==> config.mk <==
export PLATFORM = sky130hd
export DESIGN_NAME = led_pattern_sequencer_top
export DESIGN_NICKNAME = d
export VERILOG_FILES = /design/src/rtl/lps_pkg.sv /design/src/rtl/led_pattern_sequencer_top.sv
export SDC_FILE = /design/constraint.sdc
export NUM_CORES = 1
export LEC_CHECK = 0
export ABC_AREA = 1
export BUFFER_PORTS_ARGS = -buffer_cell sky130_fd_sc_hd__clkbuf_2
export CAP_MARGIN = 20
export CORE_ASPECT_RATIO = 0.75
export CORE_MARGIN = 2
export CORE_UTILIZATION = 56
export CTS_CLUSTER_DIAMETER = 200
export DETAILED_ROUTE_END_ITERATION = 10
export PLACE_DENSITY = 0.9
export SYNTH_ARGS = -nofsm -noshare
export SYNTH_HDL_FRONTEND = slang
export SYNTH_SLANG_ARGS = --single-unit
==> constraint.sdc <==
create_clock -name clk -period 2.59 [get_ports clk]
set_input_delay 0.259 -clock clk [delete_from_list [all_inputs] [get_ports clk]]
set_output_delay 0.259 -clock clk [all_outputs]
set_load 0.01 [all_outputs]
==> src/rtl/lps_pkg.sv <==
// ----------------------------------------------------------------------------
// lps_pkg
// Types, codes and helper functions of the LED pattern sequencer.
// ----------------------------------------------------------------------------
package lps_pkg;

  // countdown width in bits (8 to 32)
  localparam int unsigned COUNT_BITS = 16;
  localparam logic [32:0] CNT_MAX_W  = (33'd1 << COUNT_BITS) - 33'd1;

  // item opcodes
  typedef enum logic {
    OP_TICK = 1'b0,
    OP_PLAY = 1'b1
  } op_t;

  // pattern codes
  localparam logic [1:0] PAT_OFF  = 2'd0;
  localparam logic [1:0] PAT_ON   = 2'd1;
  localparam logic [1:0] PAT_SLOW = 2'd2;
  localparam logic [1:0] PAT_FAST = 2'd3;

  // register indexes on the config port
  localparam logic [1:0] REG_REPEAT_MASK = 2'd0;
  localparam logic [1:0] REG_SLOW_TICKS  = 2'd1;
  localparam logic [1:0] REG_FAST_TICKS  = 2'd2;

  // reset values of the registers
  localparam logic [3:0]  RST_REPEAT_MASK = 4'hF;
  localparam logic [15:0] RST_SLOW_TICKS  = 16'd1000;
  localparam logic [15:0] RST_FAST_TICKS  = 16'd250;

  typedef struct packed {
    op_t        op;
    logic [3:0] pattern;
  } in_item_t;

  typedef struct packed {
    logic       led_on;
    logic       accepted;
    logic [1:0] playing_pattern;
  } out_item_t;

  // number of entries in a pattern
  function automatic logic [1:0] entries_of(input logic [1:0] pat);
    return pat[1] ? 2'd2 : 2'd1;
  endfunction

  // led level of an entry
  function automatic logic level_of(input logic [1:0] pat, input logic [1:0] pos);
    logic lvl;
    case (pat)
      PAT_OFF: lvl = 1'b0;
      PAT_ON:  lvl = 1'b1;
      default: lvl = (pos == 2'd0);
    endcase
    return lvl;
  endfunction

  // hold time: zero becomes one, too large saturates at the countdown max
  function automatic logic [COUNT_BITS-1:0] hold_of(input logic [15:0] ticks);
    logic [32:0] t;
    t = {17'd0, ticks};
    if (t == 33'd0) t = 33'd1;
    if (t > CNT_MAX_W) t = CNT_MAX_W;
    return t[COUNT_BITS-1:0];
  endfunction

endpackage

==> src/rtl/led_pattern_sequencer_top.sv <==
// ----------------------------------------------------------------------------
// led_pattern_sequencer_top
// Plays off, on, slow blink and fast blink patterns on one LED.
// ----------------------------------------------------------------------------
// Usage:
//   in channel (in_valid/in_ready/in_data): one item is either a tick or a
//   play request for a pattern. Every item gives exactly one result item on
//   the out channel (out_valid/out_ready/out_data) with the LED level, the
//   accept flag of a play request and the pattern now playing.
//   Config port (APB style, pready always high): repeat_mask at 0x0,
//   slow_ticks at 0x4, fast_ticks at 0x8; write only while no item is in
//   flight.
//   Pipe: an accepted item waits in the item register, and its result is
//   then written to the output register. The item register and the
//   output register form a two-deep pipe, so one item per cycle is taken
//   when the receiver keeps out_ready high; the state update itself is
//   combinational compare and decrement logic.
//   Stall: while out_ready is low the result holds; one more item can wait
//   in the item register, after that in_ready drops.
//   Reset: synchronous, active low; pattern off, LED off, countdown idle,
//   registers back to their defaults, both pipe stages empty.
// ----------------------------------------------------------------------------
module led_pattern_sequencer_top (
  input  logic              clk,
  input  logic              rst_n,
  // item input
  input  logic              in_valid,
  output logic              in_ready,
  input  lps_pkg::in_item_t in_data,
  // result output
  output logic              out_valid,
  input  logic              out_ready,
  output lps_pkg::out_item_t out_data,
  // config port
  input  logic              psel,
  input  logic              penable,
  input  logic              pwrite,
  input  logic [3:0]        paddr,
  input  logic [31:0]       pwdata,
  output logic [31:0]       prdata,
  output logic              pready
);
  import lps_pkg::*;

  // config registers
  logic [3:0]  repeat_mask_r;
  logic [15:0] slow_ticks_r;
  logic [15:0] fast_ticks_r;
  logic [1:0]  reg_idx;
  logic        cfg_wr;

  // pipe registers
  logic      s1_vld_r;
  in_item_t  s1_item_r;
  logic      out_vld_r;
  out_item_t out_item_r;
  logic      adv;

  // sequencer state
  logic [1:0]            cur_pat_r, cur_pat_nxt;
  logic [1:0]            cur_pos_r, cur_pos_nxt;
  logic [1:0]            res_pat_r, res_pat_nxt;
  logic [1:0]            res_pos_r, res_pos_nxt;
  logic [COUNT_BITS-1:0] cnt_r, cnt_nxt;
  logic                  led_r, led_nxt;
  logic                  acc_nxt;

  // entry selection at countdown expiry
  logic [1:0]            t_pat;
  logic [1:0]            t_pos;
  logic [COUNT_BITS-1:0] cnt_dec;
  logic [1:0]            np;

  // config port access
  assign pready  = 1'b1;
  assign reg_idx = paddr[3:2];
  assign cfg_wr  = psel && penable && pwrite && pready;

  always_comb begin
    unique case (reg_idx)
      REG_REPEAT_MASK: prdata = {28'd0, repeat_mask_r};
      REG_SLOW_TICKS:  prdata = {16'd0, slow_ticks_r};
      REG_FAST_TICKS:  prdata = {16'd0, fast_ticks_r};
      default:         prdata = 32'd0;
    endcase
  end

  always_ff @(posedge clk) begin
    if (!rst_n) begin
      repeat_mask_r <= RST_REPEAT_MASK;
      slow_ticks_r  <= RST_SLOW_TICKS;
      fast_ticks_r  <= RST_FAST_TICKS;
    end else if (cfg_wr) begin
      unique case (reg_idx)
        REG_REPEAT_MASK: repeat_mask_r <= pwdata[3:0];
        REG_SLOW_TICKS:  slow_ticks_r  <= pwdata[15:0];
        REG_FAST_TICKS:  fast_ticks_r  <= pwdata[15:0];
        default: ;
      endcase
    end
  end

  // handshake: the item stage moves on when the output register frees up
  assign adv       = !out_vld_r || out_ready;
  assign in_ready  = !s1_vld_r || adv;
  assign out_valid = out_vld_r;
  assign out_data  = out_item_r;

  // next state for the item in the item register
  assign np      = s1_item_r.pattern[1:0];
  assign cnt_dec = cnt_r - 1'b1;

  always_comb begin
    cur_pat_nxt = cur_pat_r;
    cur_pos_nxt = cur_pos_r;
    res_pat_nxt = res_pat_r;
    res_pos_nxt = res_pos_r;
    cnt_nxt     = cnt_r;
    led_nxt     = led_r;
    acc_nxt     = 1'b0;
    t_pat       = cur_pat_r;
    t_pos       = cur_pos_r;

    if (s1_item_r.op == OP_TICK) begin
      if (cnt_r != '0) begin
        cnt_nxt = cnt_dec;
        if (cnt_dec == '0) begin
          // past the last entry: wrap, or fall back to the stored pattern
          if (cur_pos_r >= entries_of(cur_pat_r)) begin
            if (repeat_mask_r[cur_pat_r]) begin
              t_pos = 2'd0;
            end else begin
              t_pat = res_pat_r;
              t_pos = res_pos_r;
              if (repeat_mask_r[res_pat_r] || (res_pos_r >= entries_of(res_pat_r))) begin
                t_pos = 2'd0;
              end
            end
          end
          led_nxt     = level_of(t_pat, t_pos);
          cnt_nxt     = t_pat[1] ? hold_of((t_pat == PAT_SLOW) ? slow_ticks_r : fast_ticks_r)
                                 : '0;
          cur_pat_nxt = t_pat;
          cur_pos_nxt = t_pos + 2'd1;
        end
      end
    end else if ((s1_item_r.pattern[3:2] == 2'b00) && (np != cur_pat_r)) begin
      // play request
      if (repeat_mask_r[cur_pat_r]) begin
        acc_nxt = 1'b1;
        if (repeat_mask_r[np]) begin
          cur_pat_nxt = np;
          cur_pos_nxt = 2'd0;
          res_pat_nxt = np;
          res_pos_nxt = 2'd0;
        end else begin
          res_pat_nxt = cur_pat_r;
          res_pos_nxt = cur_pos_r;
          cur_pat_nxt = np;
          cur_pos_nxt = 2'd0;
        end
      end else if (repeat_mask_r[np]) begin
        acc_nxt     = 1'b1;
        res_pat_nxt = np;
        res_pos_nxt = 2'd0;
      end
      if (acc_nxt) begin
        led_nxt = 1'b0;
        cnt_nxt = {{(COUNT_BITS-1){1'b0}}, 1'b1};
      end
    end
  end

  // item register
  always_ff @(posedge clk) begin
    if (!rst_n) begin
      s1_vld_r <= 1'b0;
    end else if (in_valid && in_ready) begin
      s1_vld_r <= 1'b1;
    end else if (adv) begin
      s1_vld_r <= 1'b0;
    end
  end

  always_ff @(posedge clk) begin
    if (in_valid && in_ready) begin
      s1_item_r <= in_data;
    end
  end

  // state and output register
  always_ff @(posedge clk) begin
    if (!rst_n) begin
      cur_pat_r <= PAT_OFF;
      cur_pos_r <= 2'd0;
      res_pat_r <= PAT_OFF;
      res_pos_r <= 2'd0;
      cnt_r     <= '0;
      led_r     <= 1'b0;
      out_vld_r <= 1'b0;
    end else if (s1_vld_r && adv) begin
      cur_pat_r <= cur_pat_nxt;
      cur_pos_r <= cur_pos_nxt;
      res_pat_r <= res_pat_nxt;
      res_pos_r <= res_pos_nxt;
      cnt_r     <= cnt_nxt;
      led_r     <= led_nxt;
      out_vld_r <= 1'b1;
    end else if (out_ready) begin
      out_vld_r <= 1'b0;
    end
  end

  always_ff @(posedge clk) begin
    if (s1_vld_r && adv) begin
      out_item_r.led_on          <= led_nxt;
      out_item_r.accepted        <= acc_nxt;
      out_item_r.playing_pattern <= cur_pat_nxt;
    end
  end

endmodule

==> out/summary.json <==
{
  "run_status": {
    "run_status": "completed"
  },
  "worst_setup_path": {
    "rr_endpoint": "cnt_r[6]",
    "worst-path-max-fanout": 17,
    "cp-start-kind": "register",
    "timing.reg2reg.setup_slack_ps": 200,
    "critPathRequiredTime_ps": 2890,
    "worstRegToRegCells": 12,
    "timing.setup.critical_path_class": "reg -> reg",
    "cp_data_arrival_time_ps": 2690,
    "worstSetupEndpointType": "register",
    "worst_r2r_startpoint": "cur_pos_r[0]"
  },
  "floorplan": {
    "chipHeight_microns": 81.1,
    "initial_utilization": 0.570,
    "top_level_ports": 87,
    "fp.dieW_microns": 107,
    "placeableCoreArea_sq_um": 7780,
    "std_cell_rows": 28,
    "floorplan.die_area_sq_um": 8650
  },
  "drt": {
    "detail_route.wl_per_cell_microns": 14.6,
    "route.antenna.remaining_nets": 0,
    "drt-pass1-iter-count": 5,
    "drt_iter0_markers": 396,
    "via_per_inst": 5.72,
    "dr_total_vias": 4693,
    "drt_wl_total_mm": 12.0,
    "drc_violations_left": 0
  },
  "clock_tree": {
    "post_cts_resized": 0,
    "cts_hold_buf": 0,
    "post_cts.repair.setup_buffers": 0,
    "tritoncts": "yes",
    "clock_sinks": 72,
    "clk_lat_worst_skew_ps": 370,
    "ctsHtreeMaxLevel": 3,
    "clk_pin_slew_worst_paths_ps": 90,
    "ctsRootBufferMaster": "sky130_fd_sc_hd__clkbuf_8",
    "cts_buffer_depth": 2,
    "cts-buffers-inserted": 9
  },
  "hold_path": {
    "hold_depth": 1,
    "hold_path_end": "s1_item_r[3]",
    "min-delay-path-class": "in -> reg",
    "hp-start": "in_data[3]"
  },
  "placement": {
    "post-place-ws_ps": 220,
    "gp_routability_congestion": 0.967,
    "dp_hpwl_mm": 8.58,
    "placement.io_buffers": 51,
    "dpl.cell_count": 804
  },
  "sta": {
    "rsz0062_at_grt": "no",
    "worst_slack_ps": 199,
    "timing_max_transition_violations_final": 0,
    "fin_worst_skew_ps": 11.3,
    "finalHoldWorstSlack_ps": 61.5,
    "fin_crit_ps": 2390,
    "min_period_over_period": 0.923,
    "setup_violations": 0,
    "finalSetupTns_ps": 0,
    "fmax_mhz": 418,
    "hold_violations": 0,
    "maxSlewHeadroom": 0.614,
    "worstMarginPinSlew_ps": 578
  },
  "global_routing": {
    "met1_track_demand_over_resource": 0.377,
    "pin_count_of_the_biggest_net_entering_global_routing": 39,
    "grt_first_pass_wirelength_mm": 19.1,
    "grt_overflow_total": 0,
    "groute.layer.met2.usage": 0.445,
    "gr-max-usage-layer": "met2",
    "grt_antenna_before_repair": 0,
    "vias_in_the_first_global_route": 4100,
    "global_route.usage.met3": 0.0658,
    "grt_use_total": 0.279
  },
  "synthesis": {
    "syn-mean-instance-area_sq_um": 6.71,
    "synth-seq-cells": 72,
    "yosysTopAreaCell": "sky130_fd_sc_hd__dfxtp_1",
    "post_synth_instance_area_sq_um": 4430,
    "synth.lib_cells_used.distinct": 39,
    "netlist.area_leader.share": 0.285,
    "synth.top_cells.by_area": "sky130_fd_sc_hd__dfxtp_1, sky130_fd_sc_hd__nand2_1, sky130_fd_sc_hd__a21oi_1",
    "synth_warnings": 0,
    "synthesis.instances": 661,
    "synth.yosys.seq_area_share": 0.345
  },
  "power": {
    "static-leakage-power_nw": 2.35,
    "ir_worst_vdd_uv": 660,
    "total_power_mw": 5.45,
    "cellPowerDensity_nw_per_um2": 1100
  },
  "final_layout": {
    "antenna-diode-count": 0,
    "fill_cells": 688,
    "layout_commonest_cell": "sky130_fd_sc_hd__nand2_1",
    "layout_common_cells": "sky130_fd_sc_hd__nand2_1, sky130_fd_sc_hd__inv_1, sky130_fd_sc_hd__nor2_1, sky130_fd_sc_hd__dfxtp_1, sky130_fd_sc_hd__a21oi_1",
    "nets": 765,
    "proportion_of_layout_cells_with_a_drive_suffix_above_1": 0.150,
    "post_route_non_filler_standard_cell_count": 820,
    "area_growth_from_synthesis_to_layout_pct": 11.9
  },
  "job": {
    "cap_violations": 0
  }
}
[kinds of logic (layout without fill, tap and decap cells)]
kind of cell | after synthesis | after routing | synth area share
other | 2 | 17 | 0.00169
and+or+nand+nor | 314 | 314 | 0.311
xor gates and xnor gates | 11 | 11 | 0.0234
buffers and inverters | 114 | 153 | 0.117
AOI/OAI and AO/OA | 141 | 141 | 0.181
DFF | 72 | 72 | 0.345
adders and majority gates | 7 | 7 | 0.0198
[critical path, stage by stage (launching register included)]
cell and delay [ps]:
sky130_fd_sc_hd__dfxtp_1 450, sky130_fd_sc_hd__inv_1 70, sky130_fd_sc_hd__ha_1 280, sky130_fd_sc_hd__nand2_1 60
sky130_fd_sc_hd__nand3_1 150, sky130_fd_sc_hd__inv_1 140, sky130_fd_sc_hd__nand2_1 80, sky130_fd_sc_hd__nand2_2 160
sky130_fd_sc_hd__nand2_4 150, sky130_fd_sc_hd__o21ai_0 320, sky130_fd_sc_hd__and2_1 220, sky130_fd_sc_hd__o211ai_1 100
sky130_fd_sc_hd__a21oi_1 140
[sequential cells by signal, indices dropped and copies added (netlist names), 2 cells and up]
name,count
cnt_r,16
repeat_mask_r,4
cur_pos_r,2
s1_item_r,3
out_data,4
slow_ticks_r,16
cur_pat_r,2
np,2
res_pos_r,2
fast_ticks_r,16
res_pat_r,2
[cell usage after synthesis (all sizes together)]
| master | n |
|---|---|
| clkbuf | 14 |
| and2 | 2 |
| dfxtp | 63 |
| o221ai | 4 |
| nor3b | 1 |
| a22oi | 2 |
| inv | 71 |
| ha | 7 |
| xor2 | 10 |
| nand4 | 12 |
| nor3 | 4 |
| edfxtp | 9 |
| a21oi | 61 |
| nand3b | 1 |
| clkinv | 3 |
| xnor2 | 1 |
| o22ai | 1 |
| conb | 2 |
| o21ai | 44 |
| o211ai | 26 |
| a211oi | 3 |
| nor2 | 72 |
| nand3 | 41 |
| buf | 26 |
| nand2 | 181 |
[final cells by class]
| type | count | area, sq um | area share |
|---|---|---|---|
| well taps | 105 | 131 | 0.0265 |
| clock buffers | 11 | 163 | 0.0328 |
| clock inverters | 5 | 45.0 | 0.00908 |
| inverters | 74 | 278 | 0.0560 |
| flip-flops and latches | 72 | 1530 | 0.309 |
| multi-input cells | 490 | 2450 | 0.495 |
| repair buffers | 63 | 358 | 0.0722 |
[report_power, final]
group          internal (mW)  total, mW  leakage, nW  switching, mW
Combinational           1.06       3.15         1.65           2.10
Sequential              1.24       1.37        0.598          0.125
Clock                  0.446      0.932        0.103          0.486
[metrics by stage]
step,util,cell area (sq um)
after floorplan,-,4490
after global placement,0.609,4740
after detailed placement,0.609,4740
after CTS,0.636,4940
after global routing,0.638,4960
final,0.638,4960
[routing by layer]
layer	share of wire	up-vias	routed length [microns]
li1	-	2227	-
met4	0.019	0	227
met1	0.42	2133	5060
met2	0.44	304	5300
met3	0.12	29	1390
met5	0	-	0
[how the worst max path moves through the flow]
| stage | start | to | slack, ps | cells past startpoint |
|---|---|---|---|---|
| floorplan | cur_pat_r[1] | cnt_r[10] | 430 | 12 |
| global placement | cur_pat_r[1] | cnt_r[0] | 310 | 17 |
| detailed placement | cur_pat_r[1] | cnt_r[6] | 220 | 12 |
| CTS | cur_pat_r[1] | cnt_r[0] | 180 | 17 |
| global route | cur_pos_r[0] | cnt_r[0] | 30 | 17 |
| finish | cur_pos_r[0] | cnt_r[6] | 200 | 12 |
No activity file was read; power rests on OpenSTA's default activity.
